===== src/hdl/dctd_pkg.sv =====
// Package for the drift circle to track circle distance core.
// Holds the widths and the per-beat data type that the prep stage, the root cells and the
// final stage share. No dependencies.
`default_nettype none

package dctd_pkg;

  localparam int unsigned CoordBits  = 24;
  localparam int unsigned RadiusBits = 16;
  localparam int unsigned DistBits   = 25;

  // Magnitudes of coordinate differences need one bit more than a coordinate.
  localparam int unsigned MagBits  = CoordBits + 1;
  // One root bit is settled per cell, two radicand bits are consumed per cell.
  localparam int unsigned RootBits = MagBits;
  localparam int unsigned RadBits  = 2 * RootBits;
  localparam int unsigned RemBits  = RootBits + 2;
  localparam int unsigned NumCells = RootBits;

  typedef struct packed {
    logic [RadBits-1:0]  rad;
    logic [RemBits-1:0]  rem;
    logic [RootBits-1:0] root;
  } lane_t;

  typedef struct packed {
    lane_t                 rc;
    lane_t                 dc;
    logic [RadiusBits-1:0] rw;
  } cell_t;

endpackage

`default_nettype wire


===== src/hdl/dctd_final.sv =====
// Final stage of the distance core: picks the sum or the difference of the radii, takes the
// absolute gap to the centre distance, saturates and holds the result beat. Uses dctd_pkg.
`default_nettype none

module dctd_final (
  input  logic                          clk_i,
  input  logic                          rst_ni,
  input  logic                          en_i,
  input  logic                          valid_i,
  input  dctd_pkg::cell_t               data_i,
  output logic                          valid_o,
  output logic [dctd_pkg::DistBits-1:0] distance_o
);
  import dctd_pkg::*;

  localparam int unsigned WideBits = RootBits + 1;

  logic                valid_q;
  logic [DistBits-1:0] dist_q, dist_d;

  logic [WideBits-1:0] rc, rw, dc;
  logic [WideBits-1:0] sum_r, dif_r, big, ref_r, gap;

  always_comb begin
    rc    = WideBits'(data_i.rc.root);
    dc    = WideBits'(data_i.dc.root);
    rw    = WideBits'(data_i.rw);
    sum_r = rc + rw;
    dif_r = (rc >= rw) ? rc - rw : rw - rc;
    big   = (rc >= rw) ? rc : rw;
    // A tie with the larger radius falls to the difference of the radii.
    ref_r = (dc > big) ? sum_r : dif_r;
    gap   = (dc >= ref_r) ? dc - ref_r : ref_r - dc;
    if (gap > WideBits'({DistBits{1'b1}})) begin
      dist_d = '1;
    end else begin
      dist_d = DistBits'(gap);
    end
  end

  always_ff @(posedge clk_i or negedge rst_ni) begin
    if (!rst_ni) begin
      valid_q <= 1'b0;
    end else if (en_i) begin
      valid_q <= valid_i;
    end
  end

  always_ff @(posedge clk_i) begin
    if (en_i) begin
      dist_q <= dist_d;
    end
  end

  assign valid_o    = valid_q;
  assign distance_o = dist_q;

endmodule

`default_nettype wire

===== config.mk =====
export PLATFORM = sky130hd
export DESIGN_NAME = dctd_final
export DESIGN_NICKNAME = d
export VERILOG_FILES = /design/src/hdl/dctd_pkg.sv /design/src/hdl/dctd_final.sv
export SDC_FILE = /design/constraint.sdc
export NUM_CORES = 1
export LEC_CHECK = 0
export BUFFER_PORTS_ARGS = -buffer_cell sky130_fd_sc_hd__clkbuf_2
export CAP_MARGIN = 0
export CORE_ASPECT_RATIO = 0.9
export CORE_UTILIZATION = 30
export CTS_BUF_LIST = sky130_fd_sc_hd__clkbuf_8
export DETAILED_ROUTE_END_ITERATION = 8
export SETUP_SLACK_MARGIN = 0.3
export SLEW_MARGIN = 5
export SYNTH_ARGS = -nofsm -noshare
export SYNTH_HDL_FRONTEND = slang
export SYNTH_SLANG_ARGS = --single-unit
export TNS_END_PERCENT = 5

===== constraint.sdc =====
create_clock -name clk_i -period 1.5 [get_ports clk_i]
set_input_delay 0.15 -clock clk_i [delete_from_list [all_inputs] [get_ports clk_i]]
set_output_delay 0.15 -clock clk_i [all_outputs]
set_load 0.05 [all_outputs]

==> results by group <==
Timing
  – Worst-case clock skew: 0 ns
  – RSZ-0062 raised after global routing: true
  – Final setup viols: 25
  – Achievable Freq: 156 MHz
  – Final period utilization: 4.26
  – Worst slew pin tran: 0.496 ns
  – PnR worst setup slack: -4.89 ns
  – Final hold viol count: 0
  – Relative slew slack: 0.667
  – Fin. max-slew vios: 0
  – Setup TNS: -120.82 ns
  – Period minus WS final: 6.39 ns

Setup path
  – Worst r2r src: valid_o
  – FF-to-FF path depth: 1
  – Worst-path fanout max: 24
  – Setup crit end kind: register
  – Max stage delay cell, worst path: or3_4
  – Worst stage delay on the critical path: 0.39 ns
  – Crit start category: primary input
  – Crit path DAT: 6.42 ns
  – Critical path type: in -> reg
  – R2R setup slack: 0.76 ns
  – Req. time, crit path: 1.53 ns
  – Most frequent CP cell: buf_4
  – RR Endpoint: valid_o

Finish
  – Final std cells w/o fill: 1,736
  – Nets: 1,787
  – Layout cell share with drive strength beyond 1: 0.400
  – Area Growth Syn to Fin: 56.9%
  – Antenna diode count: 0
  – Final Util: 0.479
  – Fillers: 2,388

Placed design
  – GP Congestion: 0.975
  – Dpl hpwl: 23,200 um
  – Placed insts: 1,710
  – Quantity of I/O buffers inserted on ports: 95

GRT
  – First-pass GRT wire length: 42,400 um
  – Gr usage total: 0.217
  – Largest net degree at the start of global routing: 25
  – Vias in the first global route: 8,257
  – Grt ovf: 0
  – Initial antenna violation count: 0

Synthesis
  – Synthesized flop and latch total: 26
  – Ys flop type: edfxtp_1
  – Synthesized instance count: 983
  – Sequential share of the synthesized area: 0.109
  – Asr flop ratio synth: 0.0385
  – Count of cell types in the netlist: 73
  – Mean Syn Cell Area: 7.25 um^2
  – Syn_nets: 1,335
  – Syn. warnings: 0
  – Number of flops mapped to enable cells by yosys: 25
  – Post-Synthesis Cell Area: 7130 um^2

Worst hold path
  – Hold Path End: valid_o
  – Hold Path Origin: valid_i
  – Hold Crit Class: in -> reg
  – Hold path cells: 2

Clock network
  – Cts bufs inserted: 3
  – Worst-path clk slew: 0.08 ns
  – CTS root buffer: clkbuf_8
  – CTS tree: yes
  – Clock Sinks: 26
  – H-tree Lvls: 1
  – CTS max path bufs: 2
  – Clock Latency Late Sink: 0.27 ns

Detailed routing
  – Final wirelength: 26,400 um
  – Wire length per cell: 15.2 um
  – Vias/cell: 4.92
  – Post-route DRC: 0
  – Routed vias: 8,546
  – Post-DRT Antenna Nets: 0
  – 1st-iter DRT viols: 583
  – DR pass1 iterations: 5

Outcome
  – Run status: finished with violations
  – Failing checks: setup timing

Die
  – Die area: 24,400 um^2
  – Core region area: 23,300 um^2
  – IO Pins: 250
  – Initial core utilization: 0.305
  – Cell row count: 53
  – Chip width: 164 um
  – Die height: 148 um

Pwr
  – Leak: 5.82 nW
  – Power per Cell Area: 781 nW/um^2
  – Max IR drop VDD: 0.869 mV

Flow run
  – Total of max-cap violations: 0
## stage by stage
| step | hold slack (ns) | area, um^2 | setup WS (ns) | power [mW] |
|---|---|---|---|---|
| floorplan | -0.146 | 7360 | -5.09 | 4.95 |
| global placement | -0.0754 | 10800 | -5.40 | 7.96 |
| detailed placement | -0.0718 | 10800 | -5.55 | 8.00 |
| CTS | 0.109 | 11100 | -4.85 | 8.59 |
| global route | 0.133 | 11200 | -5.30 | 9.42 |
| finish | 0.112 | 11200 | -4.89 | 8.74 |
## per-layer routing
layer	wire length [um]	global-route usage	vias to the layer above	share of wire
li1	-	-	4373	-
met1	12800	0.318	3853	0.49
met2	11600	0.350	291	0.44
met3	1410	0.00669	29	0.053
met4	536	0.0518	0	0.020
met5	0	0	-	0
## worst max path at each step
stage / startpoint / endpoint / slack, ns / cells after the start
3_3_place_gp: data_i[118] / distance_o[24] / -5.40 / 33
2_1_floorplan: data_i[118] / distance_o[24] / -5.09 / 38
6_report: data_i[118] / distance_o[24] / -4.89 / 36
3_5_place_dp: data_i[118] / distance_o[24] / -5.55 / 33
5_1_grt: data_i[118] / distance_o[24] / -5.30 / 36
4_1_cts: data_i[118] / distance_o[24] / -4.85 / 33
## report_power, final
| group | leakage, nW | internal (mW) | total (mW) | switching, mW |
|---|---|---|---|---|
| Combinational | 5.54 | 3.52 | 7.33 | 3.81 |
| Clock | 0.0231 | 0.183 | 0.382 | 0.199 |
| Sequential | 0.262 | 0.991 | 1.02 | 0.0326 |
| Total | 5.82 | 4.70 | 8.74 | 4.04 |
## sequential cells by signal, indices dropped and copies added (netlist names)
| register | flops |
|---|---|
| distance_o | 25 |
| valid_o | 1 |
## worst max-delay path: cells and delay by family
family                     cells  cell delay, ns
AOI/OAI and AO/OA             12            2.03
and+or+nand+nor                7            1.28
adders and majority gates      4            1.13
buffers and inverters          9            1.04
muxes                          3            0.50
xor gates and xnor gates       1            0.25
## cell families after synthesis
| logic type | Yosys count | share of synthesized area |
|---|---|---|
| adder cells (fa/ha/maj) | 128 | 0.230 |
| flip-flops | 26 | 0.109 |
| buffers and inverters | 163 | 0.0909 |
| AND/OR/NAND/NOR | 277 | 0.191 |
| XOR/XNOR | 54 | 0.0663 |
| multiplexers | 29 | 0.0439 |
| AO/OA/AOI/OAI | 306 | 0.269 |
## area by class of cell
type,instances,area [um^2],share of cell area
multi-input cells,794,6010,0.537
flip-flops and latches,26,776,0.0693
well taps,302,378,0.0338
clock inverters,1,3.75,0.000336
clock buffers,3,41.3,0.00369
repair buffers,500,3560,0.319
inverters,110,415,0.0371
## cells in the mapped netlist (all sizes together), types with 9 or more instances
cell type / number / area [um^2]
a21o: 35 / 263
a21oi: 127 / 639
a31oi: 11 / 68.8
and2: 9 / 56.3
buf: 18 / 104
clkbuf: 35 / 131
edfxtp: 25 / 751
ha: 123 / 1540
inv: 110 / 413
mux2: 9 / 113
mux2i: 20 / 200
nand2: 89 / 334
nand2b: 9 / 56.3
nand3: 16 / 85.1
nand4: 19 / 119
nor2: 66 / 250
nor2b: 16 / 100
nor3: 17 / 90.1
nor4: 9 / 56.3
o21a: 9 / 67.6
o21ai: 51 / 259
o21bai: 11 / 82.6
xnor2: 40 / 350
xor2: 14 / 123
## what timing repair did
action / CTS / global route
pin swaps: 17 / 20
endpoints found under the setup margin: 25 / 25
cloned: 0 / 1
hold buffers: 1 / 0
setup buffers: 15 / 5
resized for setup: 28 / 14
hold endpoints to repair: 1 / 0
## cell usage in the layout, fill, tap and decap left out, types with 6 or more instances in the layout
master / count
buf_4: 398
ha_1: 119
a21oi_1: 114
inv_1: 106
clkbuf_2: 95
nand2_1: 86
nor2_1: 62
o21ai_0: 42
xnor2_1: 40
a21o_1: 35
edfxtp_1: 25
nand4_1: 19
mux2i_1: 19
nand3_1: 15
nor2b_1: 15
nor3_1: 14
a21oi_2: 13
xor2_1: 13
o21bai_1: 11
a31oi_1: 11
nand2b_1: 9
o21a_1: 9
and2_1: 9
nor4_1: 7
and3_1: 6
o31ai_1: 6
or3_1: 6
a211oi_1: 6
o21ai_1: 6
mux2_2: 6
(Power assumes the default switching activity.)
