==> config.mk <==
export PLATFORM = sky130hd
export DESIGN_NAME = dctd_cell
export DESIGN_NICKNAME = d
export VERILOG_FILES = /design/src/hdl/dctd_pkg.sv /design/src/hdl/dctd_cell.sv
export SDC_FILE = /design/constraint.sdc
export NUM_CORES = 1
export LEC_CHECK = 0
export BUFFER_PORTS_ARGS = -buffer_cell sky130_fd_sc_hd__buf_2
export CORE_AREA = 2 2 175 177
export CTS_CLUSTER_DIAMETER = 150
export DETAILED_ROUTE_END_ITERATION = 16
export DIE_AREA = 0 0 177 179
export SYNTH_ARGS = -nofsm -noshare
export SYNTH_HDL_FRONTEND = slang
export SYNTH_SLANG_ARGS = --single-unit
export TNS_END_PERCENT = 20
==> constraint.sdc <==
create_clock -name clk_i -period 1.8 [get_ports clk_i]
set_clock_uncertainty 0.05 [all_clocks]
set_input_delay 0.27 -clock clk_i [delete_from_list [all_inputs] [get_ports clk_i]]
set_output_delay 0.27 -clock clk_i [all_outputs]
set_load 0.005 [all_outputs]
==> src/hdl/dctd_pkg.sv <==
// Package for the drift circle to track circle distance core.
// Holds the widths and the per-beat data type that the prep stage, the root cells and the
// final stage share. No dependencies.
`default_nettype none

package dctd_pkg;

  localparam int unsigned CoordBits  = 24;
  localparam int unsigned RadiusBits = 16;
  localparam int unsigned DistBits   = 25;

  // Magnitudes of coordinate differences need one bit more than a coordinate.
  localparam int unsigned MagBits  = CoordBits + 1;
  // One root bit is settled per cell, two radicand bits are consumed per cell.
  localparam int unsigned RootBits = MagBits;
  localparam int unsigned RadBits  = 2 * RootBits;
  localparam int unsigned RemBits  = RootBits + 2;
  localparam int unsigned NumCells = RootBits;

  typedef struct packed {
    logic [RadBits-1:0]  rad;
    logic [RemBits-1:0]  rem;
    logic [RootBits-1:0] root;
  } lane_t;

  typedef struct packed {
    lane_t                 rc;
    lane_t                 dc;
    logic [RadiusBits-1:0] rw;
  } cell_t;

endpackage

`default_nettype wire

==> src/hdl/dctd_cell.sv <==
// One cell of the square root chain: settles one root bit for the track radius lane and one
// for the centre distance lane, then registers the beat for the next cell. Uses dctd_pkg.
`default_nettype none

module dctd_cell (
  input  logic            clk_i,
  input  logic            rst_ni,
  input  logic            en_i,
  input  logic            valid_i,
  input  dctd_pkg::cell_t data_i,
  output logic            valid_o,
  output dctd_pkg::cell_t data_o
);
  import dctd_pkg::*;

  logic  valid_q;
  cell_t data_q, data_d;

  // Restoring digit-by-digit step: bring down the next two radicand bits and try a one.
  function automatic lane_t root_step(input lane_t l);
    logic [RemBits+1:0] acc;
    logic [RemBits+1:0] trial;
    lane_t              r;
    acc   = {l.rem, l.rad[RadBits-1 -: 2]};
    trial = {2'b00, l.root, 2'b01};
    r.rad = {l.rad[RadBits-3:0], 2'b00};
    if (acc >= trial) begin
      r.rem  = RemBits'(acc - trial);
      r.root = {l.root[RootBits-2:0], 1'b1};
    end else begin
      r.rem  = RemBits'(acc);
      r.root = {l.root[RootBits-2:0], 1'b0};
    end
    return r;
  endfunction

  always_comb begin
    data_d.rc = root_step(data_i.rc);
    data_d.dc = root_step(data_i.dc);
    data_d.rw = data_i.rw;
  end

  always_ff @(posedge clk_i or negedge rst_ni) begin
    if (!rst_ni) begin
      valid_q <= 1'b0;
    end else if (en_i) begin
      valid_q <= valid_i;
    end
  end

  always_ff @(posedge clk_i) begin
    if (en_i) begin
      data_q <= data_d;
    end
  end

  assign valid_o = valid_q;
  assign data_o  = data_q;

endmodule

`default_nettype wire

==> results of run 1 <==
-- layer usage --
layer | vias up | track usage, % | routed length (µm)
met2 | 313 | 37.9 | 17900
met3 | 51 | 4.30 | 2370
met4 | 4 | 5.51 | 748
met5 | - | 0 | 26
met1 | 4301 | 24.2 | 13600
li1 | 4390 | - | -
-- logic make-up (layout without fill, tap and decap cells) --
group | Yosys count | in the layout | synth area share, %
AOI/OAI and AO/OA | 176 | 176 | 11.5
xor gates and xnor gates | 48 | 48 | 4.17
adders and majority gates | 54 | 54 | 6.70
buffers and inverters | 90 | 917 | 3.70
DFF | 217 | 217 | 64.6
muxes | 33 | 33 | 3.66
other | 1 | 5 | 0.0372
and+or+nand+nor | 120 | 120 | 5.67
-- registers in the layout, summed over array words and instances (netlist names) --
register,cells
data_o,216
valid_o,1
-- how the worst max path moves through the flow --
stage | from | end | cells after the start
finish | data_i[163] | data_o[163]$_DFFE_PP_ | 10
global route | data_i[163] | data_o[163]$_DFFE_PP_ | 10
CTS | data_i[124] | data_o[163]$_DFFE_PP_ | 12
detailed placement | data_i[121] | data_o[169]$_DFFE_PP_ | 12
global placement | data_i[121] | data_o[169]$_DFFE_PP_ | 12
floorplan | data_i[163] | data_o[152]$_DFFE_PP_ | 9
-- through the flow --
| step | utilization, % | worst slack, ns |
|---|---|---|
| 3_5_place_dp | 47.3 | -1.23 |
| 6_report | 58.8 | -0.569 |
| 4_1_cts | 58.0 | -0.571 |
| 5_1_grt | 58.8 | -0.626 |
| 2_1_floorplan | - | -0.997 |
| 3_3_place_gp | 47.3 | -1.18 |
-- layout make-up --
class | count | area (µm²) | area share [%]
inverter | 70 | 275 | 1.56
clock inverter | 18 | 149 | 0.843
antenna | 1 | 2.50 | 0.0142
sequential | 217 | 6510 | 36.9
clock buffer | 27 | 633 | 3.59
timing repair buffer | 802 | 5590 | 31.7
multi-input combinational | 435 | 4000 | 22.7
tap | 396 | 495 | 2.81
-- placed cells by master (no fill, tap or decap), drive strengths merged, types with 5 or more instances in the layout --
cell         count
nand3           10
clkbuf          27
buf            624
a21o            33
a21oi           62
mux2            31
a31oi            7
clkinv          11
inv             71
and3             6
o31ai            6
nand2b           7
nor2            39
nand2           27
xor2            20
nor3             5
xnor2           28
o21a             7
nand4           12
ha              54
o21bai           9
a211oi           6
edfxtp         216
dlygate4sd3    178
o21ai           20
-- repair_timing --
item                                    in CTS  in global routing
endpoints found under the setup margin      56                 56
pin swaps                                   42                 18
buffers inserted                             9                  0
resized for setup                          106                 50
cloned                                       2                  0
endpoints found under the hold margin      183                  0
hold buffers                               178                  0
-- critical path, stage by stage --
cell	delay (ns)
buf_8	0.10
ha_4	0.23
a21o_1	0.17
a21o_1	0.16
a21o_1	0.17
a221o_1	0.32
a2111o_1	0.42
a31oi_4	0.23
buf_12	0.21
mux2_4	0.32
-- power breakdown --
group	switching (W)	total (W)	internal [W]
clock	0.00207	0.00489	0.00282
sequential	0.000151	0.00633	0.00618
combinational	0.00162	0.00361	0.00199
==> flow_metrics.py, run 1 <==
metrics = {
    "outcome": {
        "run_status": "finished with violations",
        "violations": "negative setup slack",
    },
    "run": {
        "maxCapViolations": 0,
    },
    "cts": {
        "cts_htree_levels": 1,
        "cts_buffers": 25,
        "ctsLongestPathBuffers": 3,
        "cts.clk_slew.worst_paths_ns": 0.06,
        "tritoncts": "built",
        "clk_latency_ns": 0.52,
        "cts_sinks": 217,
        "clock-root-buffer": "clkbuf_16",
    },
    "floorplan": {
        "top_level_ports": 445,
        "die_width_um": 177,
        "rows": 64,
        "start_util_pct": 33.6,
        "dieHeight_um": 179,
        "dieArea_mm2": 0.0317,
        "core_area_mm2": 0.0300,
    },
    "power_and_ir_drop": {
        "power.density_mw_per_mm2": 840,
        "p_leak_nw": 7.95,
        "ir_drop_mv": 0.740,
        "power_w": 0.0148,
    },
    "setup_path": {
        "worstReg2RegEnd": "valid_o$_DFFE_PN0P_",
        "arrival_ns": 2.60,
        "start_kind": "primary input",
        "criticalPathCategory": "in -> reg",
        "critPathCaptureType": "flop",
        "reg2reg_slack_ns": 1.02,
        "r2r-start": "valid_o$_DFFE_PN0P_",
        "crit_path_max_fanout": 14,
        "cp.required_ns": 2.03,
        "rr_worst_depth": 1,
    },
    "place": {
        "placed_cells": 1733,
        "post_dp_cell_area_mm2": 0.0142,
        "gp_congestion": 0.854,
        "portBuffers": 440,
        "hpwl_um": 24600,
    },
    "logic_synthesis": {
        "seq_area_frac_synth_pct": 64.6,
        "synth_top_area_share_pct": 64.3,
        "ys_top_cells_by_count": "edfxtp_1 (216), inv_1 (70), a21oi_1 (62), ha_1 (54), nor2_1 (39)",
        "postSynthAreaPerCell_um2": 13.6,
        "synth_area_leaders": "edfxtp_1 (64%), ha_1 (6.7%), mux2_2 (3.5%)",
        "yosysWarnings": 0,
        "synth.distinct_cells": 57,
        "netlist_instances": 739,
        "synth_edf_count": 216,
        "ys_ff_latch": 217,
        "synth_most_common_cell": "edfxtp_1",
        "yosysTopAreaCell": "edfxtp_1",
        "async_flop_share_pct": 0.461,
        "synth_top_flop_cell": "edfxtp_1",
        "syn_area_mm2": 0.0101,
    },
    "global_routing": {
        "grt_pass1_wl_um": 50400,
        "grt_overflow_total": 0,
        "grtUsageTotal_pct": 20.6,
        "grt_max_degree": 62,
        "antenna_found_initial": 4,
        "first_global_vias": 9392,
    },
    "cells_and_area": {
        "final_area_mm2": 0.0177,
        "fin_cells": 1966,
        "nNetsFinal": 1829,
        "drive_gt1_share_pct": 50.4,
        "fillers": 2465,
        "area_delta_synth_final_pct": 75.1,
    },
    "detailed_routing": {
        "vias": 9059,
        "first_iter_violations": 392,
        "viasPerCell": 4.61,
        "drc": 0,
        "dr.pass1.iters": 4,
        "wl_per_cell_um": 17.6,
        "ant_nets": 0,
        "routed_wl_um": 34600,
    },
    "sta": {
        "fmax_mhz": 422,
        "hold_ws_ns": 0.0210,
        "timing.final.ws_setup_ns": -0.569,
        "hold_viol": 0,
        "timing.final.max_slew_violations": 0,
        "final.period_utilization_pct": 132,
        "period_needed_ns": 2.37,
        "setup_viol": 56,
        "finalSetupTns_ns": -19.34,
        "grt_setup_unrepaired": "yes",
    },
    "worst_hold_path": {
        "hold_path.startpoint": "data_i[145]",
        "min_to": "data_o[147]$_DFFE_PP_",
        "whs_path_depth": 2,
        "hold_class": "in -> reg",
    },
}
(Power assumes the default switching activity.)
==> inputs of run 2 (changes only) <==
--- a/config.mk
+++ b/config.mk
@@ -6,10 +6,13 @@
 export NUM_CORES = 1
 export LEC_CHECK = 0
 export BUFFER_PORTS_ARGS = -buffer_cell sky130_fd_sc_hd__buf_2
+export CAP_MARGIN = 40
 export CORE_AREA = 2 2 175 177
 export CTS_CLUSTER_DIAMETER = 150
 export DETAILED_ROUTE_END_ITERATION = 16
 export DIE_AREA = 0 0 177 179
+export PLACE_DENSITY = 0.72
+export SKIP_LAST_GASP = 1
 export SYNTH_ARGS = -nofsm -noshare
 export SYNTH_HDL_FRONTEND = slang
 export SYNTH_SLANG_ARGS = --single-unit
==> run 2 against run 1 <==
The flow still finishes with violations (negative setup slack). Utilization rose by 0.16 points. Global-route usage rose by 0.25 points. Count of clock-buffer cells in the layout fell by 1. Cell count rose by 0.86%. Sequential cell count did not move. Combinational power rose by 2%. Critical path depth rose by 2. Final area rose by 0.27%. Critical path type unchanged.
==> flow_metrics.py, run 2 (synthesis gave the netlist of run 1 again) <==
metrics = {
    "setup_path": {
        "crit_path_max_fanout": 6,
        "critPathCaptureType": "flop",
        "criticalPathCategory": "in -> reg",
        "arrival_ns": 2.65,
        "start_kind": "primary input",
        "cp.required_ns": 2.02,
    },
    "detailed_routing": {
        "vias": 9490,
        "wl_per_cell_um": 18.7,
        "ant_nets": 0,
        "routed_wl_um": 37100,
        "dr.pass1.iters": 6,
        "drc": 0,
        "first_iter_violations": 527,
        "viasPerCell": 4.79,
    },
    "power_and_ir_drop": {
        "power_frac_comb_pct": 24.7,
        "p_clk_share_pct": 32.6,
        "p_seq_share_pct": 42.6,
        "switchingPower_w": 0.00382,
        "power.density_mw_per_mm2": 839,
        "switching_share_pct": 25.7,
        "cellInternalPower_w": 0.0110,
        "power_w": 0.0149,
        "p_leak_nw": 8.00,
        "ir_drop_mv": 0.734,
    },
    "global_routing": {
        "grt_most_used_layer": "met2",
        "grt_overflow_total": 0,
        "use_met2_pct": 37.1,
        "antenna_found_initial": 7,
        "grt_pass1_wl_um": 50900,
        "grtUsageMet3_pct": 5.39,
        "use_met1_pct": 23.6,
        "grtUsageTotal_pct": 20.8,
        "first_global_vias": 9416,
        "grt_max_degree": 56,
    },
    "sta": {
        "finalSetupTns_ns": -23.67,
        "setup_viol": 56,
        "timing.final.max_slew_violations": 0,
        "timing.final.ws_setup_ns": -0.624,
        "final.period_utilization_pct": 135,
        "grt_setup_unrepaired": "yes",
        "fmax_mhz": 413,
        "period_needed_ns": 2.42,
        "hold_viol": 0,
    },
    "cells_and_area": {
        "layout_commonest_cell": "buf_2",
        "drive_gt1_share_pct": 50.3,
        "multi_input_area_mm2": 0.00386,
        "area_delta_synth_final_pct": 75.6,
        "nNetsFinal": 1846,
        "mostFrequentLayoutCells": "buf_2 (422), edfxtp_1 (216), buf_4 (189)",
        "fillers": 2274,
        "ff_latch_area_mm2": 0.00651,
        "final_area_mm2": 0.0177,
        "largest_reg_flops": 216,
    },
    "place": {
        "portBuffers": 440,
        "gp_congestion": 0.865,
        "post_dp_cell_area_mm2": 0.0142,
        "hpwl_um": 25200,
        "place_ws_ns": -1.17,
    },
    "outcome": {
        "violations": "negative setup slack",
        "run_status": "finished with violations",
    },
    "cts": {
        "clock-root-buffer": "clkbuf_16",
        "ctsLongestPathBuffers": 3,
        "cts_htree_levels": 1,
        "cts.clk_slew.worst_paths_ns": 0.06,
        "tritoncts": "built",
        "cts_buffers": 24,
        "cts_sinks": 217,
        "clk_latency_ns": 0.52,
    },
    "floorplan": {
        "rows": 64,
        "core_area_mm2": 0.0300,
        "dieHeight_um": 179,
        "start_util_pct": 33.6,
        "die_width_um": 177,
        "dieArea_mm2": 0.0317,
        "top_level_ports": 445,
    },
    "run": {
        "maxCapViolations": 0,
    },
    "worst_hold_path": {
        "hold_class": "in -> reg",
    },
}
-- run 2: cell count changes in the layout (fill, tap and decap cells not counted), sizes merged --
cell         change
diode            +3
buf             +17
clkinv           -1
dlygate4sd3      -2
inv              -2
clkinvlp         -1
bufinv           +1
clkbuf           +2
-- run 2: routing by layer --
metal,part of all wire [%],vias up
met1,37,4510
met4,4.6,6
met3,8.0,102
met5,0.081,-
li1,-,4419
met2,50,453
-- run 2: power groups by stage --
stage | Combinational [W] | Clock (W) | Sequential [W]
final | 0.00368 | 0.00485 | 0.00634
after global routing | 0.00396 | 0.00513 | 0.00638
after CTS | 0.00331 | 0.00498 | 0.00632
after detailed placement | 0.00295 | 0 | 0.00642
after global placement | 0.00289 | 0 | 0.00642
after floorplan | 0.00119 | 0 | 0.00648
-- run 2: repair_timing --
item / in CTS / in global routing
gates cloned: 1 / 3
buffers inserted: 5 / 19
hold buffers: 175 / 1
gates resized for setup: 18 / 127
pin swaps: 0 / 43
hold endpoints to repair: 175 / 1
setup endpoints to repair: 56 / 56
-- run 2: stage by stage --
| stage | hold slack [ns] | utilization (%) | instances |
|---|---|---|---|
| after floorplan | -0.0756 | - | 742 |
| after global placement | -0.00507 | 47.3 | 1738 |
| after detailed placement | -0.00395 | 47.3 | 1738 |
| after CTS | -0.0265 | 56.2 | 1960 |
| after global routing | 0.0119 | 58.9 | 1981 |
| final | 0.0361 | 59.0 | 1983 |
-- run 2: critical path, cell delays in order --
cell and delay, ns:
buf_8 0.10, inv_4 0.05, ha_4 0.19, a21o_1 0.17, a21o_1 0.16, a21o_1 0.17
a221o_1 0.32, a2111o_1 0.41, a31oi_4 0.21, buf_4 0.14, buf_6 0.12, mux2_2 0.34
-- run 2: cell type report --
class	count	area share, %
repair buffers	820	32.7
clock inverters	15	0.912
diodes	4	0.0565
multi-input cells	435	21.8
well taps	396	2.80
flip-flops and latches	217	36.8
clock buffers	26	3.43
inverters	70	1.58
-- run 2: path summary, 6_finish.rpt --
check / start / to / slack [ns] / cells after the start
setup / recovery: data_i[138] / data_o[145]$_DFFE_PP_ / -0.62 / 12
hold / removal: data_i[46] / data_o[48]$_DFFE_PP_ / 0.04 / 2
setup reg to reg: valid_o$_DFFE_PN0P_ / valid_o$_DFFE_PN0P_ / 1.00 / 1
hold reg to reg: valid_o$_DFFE_PN0P_ / valid_o$_DFFE_PN0P_ / 0.48 / 1
max in group asynchronous: rst_ni / valid_o$_DFFE_PN0P_ / 1.08 / 3
min in group asynchronous: rst_ni / valid_o$_DFFE_PN0P_ / 0.52 / 3
